File: config.mk
export PLATFORM = sky130hd
export DESIGN_NAME = timed_priority_task_dispatcher_unit
export DESIGN_NICKNAME = d
export VERILOG_FILES = /design/src/design/tptd_pkg.sv /design/src/design/timed_priority_task_dispatcher_unit.sv /design/src/design/tptd_ctrl.sv /design/src/design/tptd_datapath.sv
export VERILOG_INCLUDE_DIRS = /design/src /design/src/design
export SDC_FILE = /design/constraint.sdc
export NUM_CORES = 1
export LEC_CHECK = 0
export ABC_AREA = 1
export ABC_CLOCK_PERIOD_IN_PS = 8300
export BUFFER_PORTS_ARGS = -buffer_cell sky130_fd_sc_hd__clkbuf_2
export CORE_MARGIN = 1.5
export CORE_UTILIZATION = 60
export CTS_CLUSTER_DIAMETER = 50
export DETAILED_ROUTE_END_ITERATION = 6
export HOLD_SLACK_MARGIN = 0.08
export MAX_ROUTING_LAYER = met4
export PLACE_DENSITY_LB_ADDON = 0.2
export SYNTH_ARGS = -nofsm -noshare
export SYNTH_HDL_FRONTEND = slang
export SYNTH_SLANG_ARGS = --single-unit
File: constraint.sdc
create_clock -name i_clk -period 8.3 [get_ports i_clk]
set_input_delay 1.245 -clock i_clk [delete_from_list [all_inputs] [get_ports i_clk]]
set_output_delay 1.245 -clock i_clk [all_outputs]
set_load 0.01 [all_outputs]
File: src/design/timed_priority_task_dispatcher_unit_defines.svh
// Assertion macros shared by the dispatcher RTL.
// No dependencies; included by files that carry concurrent checks.
`ifndef TIMED_PRIORITY_TASK_DISPATCHER_UNIT_DEFINES_SVH
`define TIMED_PRIORITY_TASK_DISPATCHER_UNIT_DEFINES_SVH

// same-cycle implication, disabled while reset is low
`define TPD_ASSERT_IMPLY(name, clk, rst_n, ante, cons, msg) \
    name: assert property (@(posedge clk) disable iff (!rst_n) (ante) |-> (cons)) \
        else $error(msg);

// next-cycle implication, disabled while reset is low
`define TPD_ASSERT_NEXT(name, clk, rst_n, ante, cons, msg) \
    name: assert property (@(posedge clk) disable iff (!rst_n) (ante) |=> (cons)) \
        else $error(msg);

`endif

File: src/design/tptd_pkg.sv
// Shared types and constants of the task dispatcher.
// No dependencies; imported by the controller, datapath and top level.
`timescale 1ns / 1ps

package tptd_pkg;

    // default table depth and results per tick
    localparam int TASK_SLOTS_DEF = 8;
    localparam int MAX_RESULTS    = 8;
    localparam int CNT_W          = $clog2(MAX_RESULTS + 1);
    localparam int SLOT_W         = 3;

    // request codes
    typedef enum logic [1:0] {
        REQ_REGISTER = 2'd0,
        REQ_REMOVE   = 2'd1,
        REQ_TICK     = 2'd2,
        REQ_REPORT   = 2'd3
    } t_req;

    // result kinds
    localparam logic KIND_REPLY    = 1'b0;
    localparam logic KIND_DISPATCH = 1'b1;

    // controller to datapath commands
    typedef struct packed {
        logic capture;
        logic do_reg;
        logic do_remove;
        logic do_report;
        logic scan_init;
        logic scan_restart;
        logic scan_step;
        logic load_pending;
        logic emit;
        logic emit_last;
    } t_cmd;

    // datapath to controller status
    typedef struct packed {
        t_req req;
        logic scan_done;
        logic found;
        logic pend_valid;
        logic count_at_max;
    } t_status;

endpackage

File: src/design/timed_priority_task_dispatcher_unit.sv
// Timed priority task dispatcher: table of task slots served by priority on each tick.
// Channels: an item (request) is taken when start is high and busy is low. Its fields
//   select register, remove, tick or report. Results come out on the o_ ports for one
//   cycle each, flagged by o_valid; o_last marks the final result of an item.
// Register: one reply (granted slot or table full), registered out of the execute state;
//   busy is high for one cycle, and no new item is taken while busy is high.
// Remove and report: no result, same busy occupancy as register.
// Tick: the slot table is walked one slot per cycle, one pass per dispatched task plus
//   a final pass that finds nothing (or a flush state when the per-tick cap is reached).
//   Each pass uses the single priority/time comparator in the scan. A result is
//   released when the following pass ends, except at the per-tick cap, where the
//   final result goes out in the flush state, in the cycle after the result before it.
// Reset (synchronous, active low) empties the table and drops any tick in progress.
// The receiver cannot stall: every o_valid cycle is one accepted result.
// Depends on tptd_pkg, tptd_ctrl and tptd_datapath.
`timescale 1ns / 1ps

module timed_priority_task_dispatcher_unit #(
    parameter int TASK_SLOTS = tptd_pkg::TASK_SLOTS_DEF
) (
    input  logic        i_clk,
    input  logic        i_rst_n,
    input  logic        start,
    output logic        busy,
    input  logic [1:0]  i_req_type,
    input  logic [2:0]  i_slot,
    input  logic [7:0]  i_task_id,
    input  logic [7:0]  i_priority_req,
    input  logic [7:0]  i_group,
    input  logic [15:0] i_context_tag,
    input  logic [31:0] i_now_ms,
    input  logic [31:0] i_wake_ms,
    input  logic        i_finished,
    output logic        o_valid,
    output logic        o_kind,
    output logic [2:0]  o_out_slot,
    output logic        o_table_full,
    output logic [7:0]  o_out_task_id,
    output logic [7:0]  o_out_group,
    output logic [15:0] o_out_tag,
    output logic        o_last
);
    import tptd_pkg::*;

    t_cmd    cmd;
    t_status status;

    // sequencer
    tptd_ctrl u_ctrl (
        .i_clk    (i_clk),
        .i_rst_n  (i_rst_n),
        .i_start  (start),
        .o_busy   (busy),
        .i_status (status),
        .o_cmd    (cmd)
    );

    // table and scan datapath
    tptd_datapath #(
        .TASK_SLOTS (TASK_SLOTS)
    ) u_dp (
        .i_clk          (i_clk),
        .i_rst_n        (i_rst_n),
        .i_cmd          (cmd),
        .o_status       (status),
        .i_req_type     (i_req_type),
        .i_slot         (i_slot),
        .i_task_id      (i_task_id),
        .i_priority_req (i_priority_req),
        .i_group        (i_group),
        .i_context_tag  (i_context_tag),
        .i_now_ms       (i_now_ms),
        .i_wake_ms      (i_wake_ms),
        .i_finished     (i_finished),
        .o_valid        (o_valid),
        .o_kind         (o_kind),
        .o_out_slot     (o_out_slot),
        .o_table_full   (o_table_full),
        .o_out_task_id  (o_out_task_id),
        .o_out_group    (o_out_group),
        .o_out_tag      (o_out_tag),
        .o_last         (o_last)
    );

endmodule

File: src/design/tptd_ctrl.sv
// Sequencing state machine of the task dispatcher.
// Depends on tptd_pkg for the command and status structs.
`timescale 1ns / 1ps

module tptd_ctrl (
    input  logic              i_clk,
    input  logic              i_rst_n,
    input  logic              i_start,
    output logic              o_busy,
    input  tptd_pkg::t_status i_status,
    output tptd_pkg::t_cmd    o_cmd
);
    import tptd_pkg::*;

    typedef enum logic [4:0] {
        S_IDLE   = 5'b00001,
        S_EXEC   = 5'b00010,
        S_SCAN   = 5'b00100,
        S_DECIDE = 5'b01000,
        S_FLUSH  = 5'b10000
    } t_state;

    t_state r_state;
    t_state n_state;

    // state register
    always_ff @(posedge i_clk) begin
        if (!i_rst_n) begin
            r_state <= S_IDLE;
        end else begin
            r_state <= n_state;
        end
    end

    // next state and commands
    always_comb begin
        n_state = r_state;
        o_cmd   = '0;
        case (r_state)
            S_IDLE: begin
                if (i_start) begin
                    o_cmd.capture = 1'b1;
                    n_state       = S_EXEC;
                end
            end
            S_EXEC: begin
                case (i_status.req)
                    REQ_REGISTER: begin
                        o_cmd.do_reg = 1'b1;
                        n_state      = S_IDLE;
                    end
                    REQ_REMOVE: begin
                        o_cmd.do_remove = 1'b1;
                        n_state         = S_IDLE;
                    end
                    REQ_REPORT: begin
                        o_cmd.do_report = 1'b1;
                        n_state         = S_IDLE;
                    end
                    REQ_TICK: begin
                        o_cmd.scan_init = 1'b1;
                        n_state         = S_SCAN;
                    end
                    default: n_state = S_IDLE;
                endcase
            end
            S_SCAN: begin
                o_cmd.scan_step = 1'b1;
                if (i_status.scan_done) begin
                    n_state = S_DECIDE;
                end
            end
            // a pass has finished: hold the winner back until we know if it is the last
            S_DECIDE: begin
                if (i_status.found) begin
                    o_cmd.load_pending = 1'b1;
                    o_cmd.emit         = i_status.pend_valid;
                    if (i_status.count_at_max) begin
                        n_state = S_FLUSH;
                    end else begin
                        o_cmd.scan_restart = 1'b1;
                        n_state            = S_SCAN;
                    end
                end else begin
                    o_cmd.emit      = i_status.pend_valid;
                    o_cmd.emit_last = i_status.pend_valid;
                    n_state         = S_IDLE;
                end
            end
            S_FLUSH: begin
                o_cmd.emit      = 1'b1;
                o_cmd.emit_last = 1'b1;
                n_state         = S_IDLE;
            end
            default: n_state = S_IDLE;
        endcase
    end

    assign o_busy = (r_state != S_IDLE);

endmodule

File: src/design/tptd_datapath.sv
// Slot table, ready scan and result registers of the task dispatcher.
// Depends on tptd_pkg and the assertion macro header.
`timescale 1ns / 1ps
`include "timed_priority_task_dispatcher_unit_defines.svh"

module tptd_datapath #(
    parameter int TASK_SLOTS = tptd_pkg::TASK_SLOTS_DEF
) (
    input  logic              i_clk,
    input  logic              i_rst_n,
    input  tptd_pkg::t_cmd    i_cmd,
    output tptd_pkg::t_status o_status,
    input  logic [1:0]        i_req_type,
    input  logic [2:0]        i_slot,
    input  logic [7:0]        i_task_id,
    input  logic [7:0]        i_priority_req,
    input  logic [7:0]        i_group,
    input  logic [15:0]       i_context_tag,
    input  logic [31:0]       i_now_ms,
    input  logic [31:0]       i_wake_ms,
    input  logic              i_finished,
    output logic              o_valid,
    output logic              o_kind,
    output logic [2:0]        o_out_slot,
    output logic              o_table_full,
    output logic [7:0]        o_out_task_id,
    output logic [7:0]        o_out_group,
    output logic [15:0]       o_out_tag,
    output logic              o_last
);
    import tptd_pkg::*;

    localparam int IDX_W = $clog2(TASK_SLOTS);

    // captured item
    t_req        r_req;
    logic [2:0]  r_slot;
    logic [7:0]  r_task_id;
    logic [7:0]  r_prio;
    logic [7:0]  r_group;
    logic [15:0] r_tag;
    logic [31:0] r_now;
    logic [31:0] r_wake_ms;
    logic        r_fin;

    // slot table
    logic [TASK_SLOTS-1:0] r_valid;
    logic [7:0]            r_slot_id   [TASK_SLOTS];
    logic [7:0]            r_slot_prio [TASK_SLOTS];
    logic [7:0]            r_slot_grp  [TASK_SLOTS];
    logic [15:0]           r_slot_tag  [TASK_SLOTS];
    logic [31:0]           r_slot_wake [TASK_SLOTS];

    // scan state
    logic [TASK_SLOTS-1:0] r_taken;
    logic [IDX_W-1:0]      r_idx;
    logic                  r_found;
    logic [IDX_W-1:0]      r_best_idx;
    logic [7:0]            r_best_prio;
    logic [7:0]            r_best_id;
    logic [7:0]            r_best_grp;
    logic [15:0]           r_best_tag;

    // held winner, not yet emitted
    logic                  r_pend_valid;
    logic [IDX_W-1:0]      r_pend_idx;
    logic [7:0]            r_pend_id;
    logic [7:0]            r_pend_grp;
    logic [15:0]           r_pend_tag;
    logic [CNT_W-1:0]      r_count;

    // output registers
    logic        r_o_valid;
    logic        r_o_kind;
    logic [2:0]  r_o_slot;
    logic        r_o_full;
    logic [7:0]  r_o_task_id;
    logic [7:0]  r_o_group;
    logic [15:0] r_o_tag;
    logic        r_o_last;

    logic             slot_ok;
    logic [IDX_W-1:0] slot_idx;
    logic             free_found;
    logic [IDX_W-1:0] free_idx;
    logic             cand;
    logic             report_hit;

    // target slot of remove and report
    assign slot_ok    = (32'(r_slot) < 32'(TASK_SLOTS));
    assign slot_idx   = IDX_W'(r_slot);
    assign report_hit = i_cmd.do_report && slot_ok && r_valid[slot_idx];

    // lowest free slot
    always_comb begin
        free_found = 1'b0;
        free_idx   = '0;
        for (int k = TASK_SLOTS - 1; k >= 0; k--) begin
            if (!r_valid[k]) begin
                free_found = 1'b1;
                free_idx   = IDX_W'(k);
            end
        end
    end

    // one slot per cycle: ready, not yet sent, and strictly better than the best so far
    assign cand = r_valid[r_idx] && !r_taken[r_idx] && (r_now >= r_slot_wake[r_idx])
                  && (!r_found || (r_slot_prio[r_idx] > r_best_prio));

    assign o_status.req          = r_req;
    assign o_status.scan_done    = (r_idx == IDX_W'(TASK_SLOTS - 1));
    assign o_status.found        = r_found;
    assign o_status.pend_valid   = r_pend_valid;
    assign o_status.count_at_max = ((r_count + CNT_W'(1)) == CNT_W'(MAX_RESULTS));

    // control state
    always_ff @(posedge i_clk) begin
        if (!i_rst_n) begin
            r_valid      <= '0;
            r_taken      <= '0;
            r_idx        <= '0;
            r_found      <= 1'b0;
            r_pend_valid <= 1'b0;
            r_count      <= '0;
            r_o_valid    <= 1'b0;
        end else begin
            r_o_valid <= i_cmd.do_reg || i_cmd.emit;
            if (i_cmd.do_reg && free_found) begin
                r_valid[free_idx] <= 1'b1;
            end
            if (i_cmd.do_remove && slot_ok) begin
                r_valid[slot_idx] <= 1'b0;
            end
            if (report_hit && r_fin) begin
                r_valid[slot_idx] <= 1'b0;
            end
            if (i_cmd.scan_init) begin
                r_taken      <= '0;
                r_pend_valid <= 1'b0;
                r_count      <= '0;
            end
            if (i_cmd.scan_init || i_cmd.scan_restart) begin
                r_idx   <= '0;
                r_found <= 1'b0;
            end else if (i_cmd.scan_step) begin
                r_idx <= r_idx + IDX_W'(1);
                if (cand) begin
                    r_found <= 1'b1;
                end
            end
            if (i_cmd.load_pending) begin
                r_pend_valid        <= 1'b1;
                r_taken[r_best_idx] <= 1'b1;
                r_count             <= r_count + CNT_W'(1);
            end
        end
    end

    // payload: item capture, table writes, scan winner, held result
    always_ff @(posedge i_clk) begin
        if (i_cmd.capture) begin
            r_req     <= t_req'(i_req_type);
            r_slot    <= i_slot;
            r_task_id <= i_task_id;
            r_prio    <= i_priority_req;
            r_group   <= i_group;
            r_tag     <= i_context_tag;
            r_now     <= i_now_ms;
            r_wake_ms <= i_wake_ms;
            r_fin     <= i_finished;
        end
        if (i_cmd.do_reg && free_found) begin
            r_slot_id[free_idx]   <= r_task_id;
            r_slot_prio[free_idx] <= r_prio;
            r_slot_grp[free_idx]  <= r_group;
            r_slot_tag[free_idx]  <= r_tag;
            r_slot_wake[free_idx] <= '0;
        end
        if (report_hit && !r_fin) begin
            r_slot_wake[slot_idx] <= r_wake_ms;
        end
        if (i_cmd.scan_step && cand) begin
            r_best_idx  <= r_idx;
            r_best_prio <= r_slot_prio[r_idx];
            r_best_id   <= r_slot_id[r_idx];
            r_best_grp  <= r_slot_grp[r_idx];
            r_best_tag  <= r_slot_tag[r_idx];
        end
        if (i_cmd.load_pending) begin
            r_pend_idx <= r_best_idx;
            r_pend_id  <= r_best_id;
            r_pend_grp <= r_best_grp;
            r_pend_tag <= r_best_tag;
        end
    end

    // result registers
    always_ff @(posedge i_clk) begin
        if (i_cmd.do_reg) begin
            r_o_kind    <= KIND_REPLY;
            r_o_slot    <= free_found ? 3'(free_idx) : 3'd0;
            r_o_full    <= !free_found;
            r_o_task_id <= '0;
            r_o_group   <= '0;
            r_o_tag     <= '0;
            r_o_last    <= 1'b1;
        end else if (i_cmd.emit) begin
            r_o_kind    <= KIND_DISPATCH;
            r_o_slot    <= 3'(r_pend_idx);
            r_o_full    <= 1'b0;
            r_o_task_id <= r_pend_id;
            r_o_group   <= r_pend_grp;
            r_o_tag     <= r_pend_tag;
            r_o_last    <= i_cmd.emit_last;
        end
    end

    assign o_valid       = r_o_valid;
    assign o_kind        = r_o_kind;
    assign o_out_slot    = r_o_slot;
    assign o_table_full  = r_o_full;
    assign o_out_task_id = r_o_task_id;
    assign o_out_group   = r_o_group;
    assign o_out_tag     = r_o_tag;
    assign o_last        = r_o_last;

    // checks
    `TPD_ASSERT_IMPLY(a_reply_single, i_clk, i_rst_n, r_o_valid && (r_o_kind == KIND_REPLY), r_o_last && (r_o_task_id == 8'd0), "registration reply must be a single last item")
    `TPD_ASSERT_NEXT(a_take_new_slot, i_clk, i_rst_n, i_cmd.load_pending, $countones(r_taken) == $past($countones(r_taken)) + 1, "winner was already dispatched on this tick")
    `TPD_ASSERT_IMPLY(a_count_bound, i_clk, i_rst_n, r_pend_valid, (r_count != '0) && (r_count <= CNT_W'(MAX_RESULTS)), "dispatch count out of range")

endmodule

==> impl_metrics.ini, run 1 <==
[critical_path]
crit_path_start_kind = register
cp_top_family = buffers and inverters
cp_cell_sequence = inv_4 > buf_4 > o21ai_0 > o22ai_1 > o21ai_0 > ha_1 > nand2_1 > inv_1 > nand2_1 > nand2_1 > nand2_1 > nand2_1 > nand2_1 > nand2_1 > nand2_1 > nand2_1 > nand2_1 > inv_2
worst_path_most_repeated_cell = sky130_fd_sc_hd__nand2_1
critical_path.slowest_cell = sky130_fd_sc_hd__inv_2
worstSetupPathDepth = 18
cp_data_required_time_ns = 8.54
timing.critical_path.fanout_max = 82
critPathArrivalTime_ns = 5.02
end_kind = register
worst_path_largest_cell_delay_ns = 0.81
register_to_register_path_depth = 18
critPathBufInv = 4
classification_of_the_worst_setup_path = reg2reg

[global_route]
total_global_routing_track_utilization_pct = 26.7
via_count_of_the_first_global_routing_pass = 19300
grt-ovfl-total = 0
antenna_found_initial = 0
grt_first_pass_wirelength_um = 107000
pin_count_of_the_biggest_net_entering_global_routing = 110

[floorplanning]
std_cell_rows = 84
start_util_pct = 60.7
die_w_um = 234
chipHeight_um = 234
core_region_area_mm2 = 0.0527
die_area_mm2 = 0.0547
ios = 153

[routing]
drt_first_pass_iters = 5
detail_route.wirelength_um = 70000
drc_errors = 0
route.detailed.vias_per_inst = 5.94
route.vias.total = 19700
drtAntennaViolNets = 0
wl_per_cell_um = 21.1
drt-initial-drc-count = 1863

[clocking]
clock_path_buffers = 3
post_cts_resized = 0
numClockSinks = 836
clk_pin_slew_worst_paths_ns = 0.06
cts_setup_buffers = 0
cts_root_buf = sky130_fd_sc_hd__clkbuf_16
cts_hold_buf = 0
cts_inserted_buffers = 88
clock_latency_ns = 0.63
htree_num_levels = 3
cts_tree = built

[layout]
area_growth_syn_to_layout_pct = 13.7
fill_cells = 3440
finish.net_count = 2713
insertedDiodeCount = 0
finalInstanceArea_mm2 = 0.0364
area.sequential_mm2 = 0.0244
post_route_cells_drive_above_1_share_pct = 13.9
area_used_by_multi_input_combinational_logic_mm2 = 0.00676

[worst_hold_path]
hold_class = reg2reg
min_delay_path_depth = 0

[synth]
synth_area_leader_cell = sky130_fd_sc_hd__edfxtp_1
netlist_instances = 2414
synth.net_count = 2570
netlist-cell-type-count = 38
synth_top_area_share_pct = 72.1
synth_async_sr_flop_share_pct = 0
netlist_top_cells_area = sky130_fd_sc_hd__edfxtp_1 72%, sky130_fd_sc_hd__nor2_1 6.5%, sky130_fd_sc_hd__o21ai_0 5.7%
syn-mean-instance-area_um2 = 13.2
post_synth_instance_area_mm2 = 0.0320
synth_edf_count = 768
top_reg_cell_synth = sky130_fd_sc_hd__edfxtp_1
synth_warnings = 0
ys_ff_latch = 836
seq_area_frac_synth_pct = 76.4

[pwr]
power_density_mw_per_mm2 = 241
p_leak_uw = 0.0127
ir_worst_vdd_mv = 0.212

[status]
outcome = complete, no violations

[sta]
finalMaxSlewViolations = 0
setup_tns_final_ns = 0
grt_setup_unrepaired = false
finalWorstPathRequiredPeriod_ns = 4.79
hold_slack_ns = 0.422
setup-violations-final = 0
timing_worst_slew_pin_value_ns = 1.14
smallest_setup_slack_after_layout_ns = 3.51
fin_worst_skew_ns = 0.0229
post-route-period-util_pct = 57.7
slew_headroom_pct = 23.9
maxClockFrequency_mhz = 209
hold_viol_final = 0

[run]
drv_cap = 0

[placement]
port_buffers = 152
gp_routability_congestion = 0.848
dp_worst_setup_slack_ns = 3.52
placed_cell_area_mm2 = 0.0334
post-dp-hpwl_um = 37700
layer usage:
layer | wire length, um | track usage [%] | vias to the layer above
met4 | 2040 | 10.1 | 0
li1 | - | - | 9073
met3 | 4440 | 4.11 | 147
met1 | 28600 | 34.1 | 9744
met5 | 0 | - | -
met2 | 35000 | 43.5 | 730
layout make-up:
class / count / area share [%]
clock inverter: 45 / 1.25
tap: 688 / 2.37
sequential: 836 / 67.2
inverter: 99 / 1.03
timing repair buffer: 183 / 2.73
multi-input combinational: 1349 / 18.6
clock buffer: 117 / 6.86
stage by stage:
step	total power, uW	util, %	std cells
floorplan	4850	-	2414
global placement	4920	63.5	3155
detailed placement	4930	63.5	3155
CTS	8830	69.1	3317
global route	9010	69.1	3317
finish	8780	69.1	3317
layout by cell type (no fill, tap or decap), types with 19 or more instances in the layout:
master and n:
sky130_fd_sc_hd__edfxtp_1 768, sky130_fd_sc_hd__inv_1 85, sky130_fd_sc_hd__nand2_1 115, sky130_fd_sc_hd__a21oi_1 43, sky130_fd_sc_hd__clkbuf_16 92, sky130_fd_sc_hd__dfxtp_1 63, sky130_fd_sc_hd__o21ai_0 362, sky130_fd_sc_hd__nand4_1 23
sky130_fd_sc_hd__buf_4 31, sky130_fd_sc_hd__nor2_1 538, sky130_fd_sc_hd__ha_1 43, sky130_fd_sc_hd__nand3_1 19, sky130_fd_sc_hd__o221ai_1 32, sky130_fd_sc_hd__clkbuf_2 152, sky130_fd_sc_hd__a31oi_1 41, sky130_fd_sc_hd__o22ai_1 73
Yosys cell counts, types with 2 or more instances:
cell	count
sky130_fd_sc_hd__nand4_1	23
sky130_fd_sc_hd__buf_1	8
sky130_fd_sc_hd__o21a_1	3
sky130_fd_sc_hd__nor2_1	553
sky130_fd_sc_hd__o21ai_0	362
sky130_fd_sc_hd__inv_1	93
sky130_fd_sc_hd__buf_2	19
sky130_fd_sc_hd__o21bai_1	2
sky130_fd_sc_hd__nor2_2	3
sky130_fd_sc_hd__nor3_1	8
sky130_fd_sc_hd__buf_6	4
sky130_fd_sc_hd__o221ai_1	32
sky130_fd_sc_hd__nand3b_1	5
sky130_fd_sc_hd__clkbuf_1	99
sky130_fd_sc_hd__o22ai_1	73
sky130_fd_sc_hd__clkinv_1	2
sky130_fd_sc_hd__edfxtp_1	768
sky130_fd_sc_hd__dfxtp_1	68
sky130_fd_sc_hd__nand3_1	19
sky130_fd_sc_hd__a31oi_1	41
sky130_fd_sc_hd__a21oi_1	43
sky130_fd_sc_hd__nand2_1	115
sky130_fd_sc_hd__o21ai_1	10
sky130_fd_sc_hd__ha_1	43
sky130_fd_sc_hd__o22ai_2	2
sky130_fd_sc_hd__inv_2	4
logic make-up (layout without fill, tap and decap cells):
family	count (synthesis)	count (layout)	synth area share [%]
AND/OR/NAND/NOR	734	734	9.17
AO/OA/AOI/OAI	571	571	9.90
flip-flops	836	836	76.4
XOR/XNOR	1	1	0.0274
adder cells (fa/ha/maj)	43	43	1.68
buffers and inverters	229	444	2.86
state kept, by name (all words and copies together), names as in the netlist, 5 cells and up, named ones only:
signal and count:
u_dp.r_valid 8, u_dp.r_slot_tag 128, u_ctrl.r_state 5, u_dp.r_slot_wake 256
u_dp.r_pend_id 8, u_dp.r_best_tag 16, u_dp.r_slot_grp 64, u_dp.r_slot_prio 64
u_dp.r_prio 8, u_dp.o_out_task_id 8, u_dp.o_out_group 8, u_dp.r_pend_grp 8
u_dp.r_best_id 8, u_dp.o_out_tag 16, u_dp.r_group 8, u_dp.r_taken 8
u_dp.r_pend_tag 16, u_dp.r_best_grp 8, u_dp.r_now 32, u_dp.r_task_id 8
u_dp.r_slot_id 64, u_dp.r_tag 16, u_dp.r_wake_ms 32, u_dp.r_best_prio 8
final timing paths:
kind / startpoint / end / slack, ns
max reg2reg: register / u_dp.r_best_grp[7] / 3.51
min reg2reg: u_dp.r_best_grp[7] / u_dp.r_pend_grp[7] / 0.42
max: register / u_dp.r_best_grp[7] / 3.51
min: u_dp.r_best_grp[7] / u_dp.r_pend_grp[7] / 0.42
where the power goes:
group	leakage (uW)	total (uW)	internal, uW	switching (uW)
registers	0.00773	4700	4640	52.9
logic	0.00356	144	50.7	93.0
clock network	0.00144	3940	2350	1600
total	0.0127	8780	7040	1740
Note: power is estimated with default switching activity, not from simulation.
==> inputs of run 2 (changes only) <==
--- a/config.mk
+++ b/config.mk
@@ -7,7 +7,7 @@
 export NUM_CORES = 1
 export LEC_CHECK = 0
 export ABC_AREA = 1
-export ABC_CLOCK_PERIOD_IN_PS = 8300
+export ABC_CLOCK_PERIOD_IN_PS = 5000
 export BUFFER_PORTS_ARGS = -buffer_cell sky130_fd_sc_hd__clkbuf_2
 export CORE_MARGIN = 1.5
 export CORE_UTILIZATION = 60
==> constraint.sdc (replaced) <==
create_clock -name i_clk -period 5 [get_ports i_clk]
set_input_delay 0.75 -clock i_clk [delete_from_list [all_inputs] [get_ports i_clk]]
set_output_delay 0.75 -clock i_clk [all_outputs]
set_load 0.01 [all_outputs]
==> run 2 against run 1 <==
  * Combinational power increased by 68%
  * Global-route usage increased by 0.30 points
  * Setup slack got worse by 2.6 ns
  * Critical path depth decreased by 3
  * Clock power increased by 69%
==> impl_metrics.ini, run 2 (synthesis gave the netlist of run 1 again) <==
[placement]
gp_routability_congestion = 0.851
post-dp-hpwl_um = 40500
place.detailed.instances = 3169
dp_worst_setup_slack_ns = 0.909
port_buffers = 152

[routing]
drt-initial-drc-count = 2085
drtAntennaViolNets = 0
route.vias.total = 19700
detail_route.wirelength_um = 70700
drc_errors = 0
route.detailed.vias_per_inst = 5.93
wl_per_cell_um = 21.3
drt_first_pass_iters = 5

[status]
outcome = complete, no violations

[sta]
finalMaxSlewViolations = 0
post-route-period-util_pct = 81.7
smallest_setup_slack_after_layout_ns = 0.917
timing_worst_slew_pin_value_ns = 1.14
slew_headroom_pct = 23.8
setup_tns_final_ns = 0
setup-violations-final = 0
maxClockFrequency_mhz = 245
grt_setup_unrepaired = false
finalWorstPathRequiredPeriod_ns = 4.08
fin_worst_skew_ns = 0.0316
hold_slack_ns = 0.287
hold_viol_final = 0

[layout]
insertedDiodeCount = 0
biggestRegsByFlops = u_dp.r_slot_wake (256), u_dp.r_slot_tag (128)
final_cell_count_no_fill = 3323
layout_common_cells = 768 x sky130_fd_sc_hd__edfxtp_1, 538 x sky130_fd_sc_hd__nor2_1, 362 x sky130_fd_sc_hd__o21ai_0
layout.cells.most_common = sky130_fd_sc_hd__edfxtp_1
max_flop_register = u_dp.r_slot_wake
post_route_cells_drive_above_1_share_pct = 13.9
finish.net_count = 2724
area_growth_syn_to_layout_pct = 14.1
largest_register_ffs = 256

[floorplanning]
core_region_area_mm2 = 0.0527
start_util_pct = 60.7
chipHeight_um = 234
ios = 153
die_w_um = 234
std_cell_rows = 84
die_area_mm2 = 0.0547

[pwr]
cellInternalPower_uw = 11800
p_leak_uw = 0.0128
seqPwrFrac_pct = 53.1
ir_worst_vdd_mv = 0.301
power_density_mw_per_mm2 = 402
combinationalPowerShare_pct = 1.6
p_total_uw = 14700
swShare_pct = 19.7
clock_share_of_power_pct = 45.2
power.net_switching_uw = 2890

[clocking]
cts_tree = built
cts_hold_buf = 0
numClockSinks = 836
clock_latency_ns = 0.64
cts_setup_buffers = 0
cts_inserted_buffers = 85
clock_path_buffers = 3
post_cts_resized = 0
cts_root_buf = sky130_fd_sc_hd__clkbuf_16
htree_num_levels = 3
clk_pin_slew_worst_paths_ns = 0.06

[critical_path]
classification_of_the_worst_setup_path = reg2reg
end_kind = register
worst_path_most_repeated_cell = sky130_fd_sc_hd__nand2_1
critPathArrivalTime_ns = 4.41
cp_cell_sequence = inv_4 > buf_12 > o21ai_0 > o221ai_1 > o21ai_0 > ha_1 > nand2_1 > nor3_1 > nand2_1 > nand2_1 > nand2_1 > nand2_1 > nand2_1 > inv_2 > buf_12
timing.critical_path.fanout_max = 70
worst_path_largest_cell_delay_ns = 0.53
crit_path_start_kind = register
cp_data_required_time_ns = 5.33
critical_path.slowest_cell = sky130_fd_sc_hd__inv_4

[global_route]
pin_count_of_the_biggest_net_entering_global_routing = 82
via_count_of_the_first_global_routing_pass = 19500
total_global_routing_track_utilization_pct = 27.0
antenna_found_initial = 0
grt_first_pass_wirelength_um = 108000
grt-ovfl-total = 0

[worst_hold_path]
hp-start = i_context_tag[13]
hold_class = in2reg

[run]
drv_cap = 0
## run 2: worst max-delay path: cells and delay by family (launching register included)
family	cells	cell delay, ns
simple gates	7	0.77
flops	1	0.43
fa+ha+maj	1	0.35
compound gates	3	0.54
buf+inv	4	1.60
## run 2: per-layer routing
layer	track usage, %	share of wire, %	vias to the layer above	wire (um)
li1	-	-	9101	-
met1	33.9	40	9649	28200
met3	4.68	7.4	136	5250
met2	44.8	50	807	35300
met4	8.89	2.7	0	1900
met5	-	0	-	0
## run 2: worst paths after layout
| check | cells past startpoint | end | slack [ns] |
|---|---|---|---|
| max | 15 | u_dp.r_best_tag[2] | 0.92 |
| min | 1 | u_dp.r_tag[13] | 0.29 |
| max reg2reg | 15 | u_dp.r_best_tag[2] | 0.92 |
| min reg2reg | 0 | u_dp.r_pend_tag[10] | 0.41 |
## run 2: metrics by stage
step / instance area [um^2] / utilization (%)
after floorplan: 32000 / -
after global placement: 33600 / 63.7
after detailed placement: 33600 / 63.7
after CTS: 36500 / 69.3
after global routing: 36500 / 69.3
final: 36500 / 69.3
## run 2: cell type report
| class | count | area [um^2] |
|---|---|---|
| flip-flops and latches | 836 | 24400 |
| fillers | 3501 | 16100 |
| multi-input cells | 1349 | 6760 |
| clock buffers | 103 | 2240 |
| repair buffers | 197 | 1120 |
| well taps | 688 | 861 |
| clock inverters | 51 | 718 |
| inverters | 99 | 374 |
## run 2: power groups by stage
stage	logic [uW]	registers, uW	clock network (uW)
floorplan	125	7910	0
global placement	233	7940	0
detailed placement	242	7950	0
CTS	244	7800	6710
global route	270	7810	6990
finish	242	7800	6640
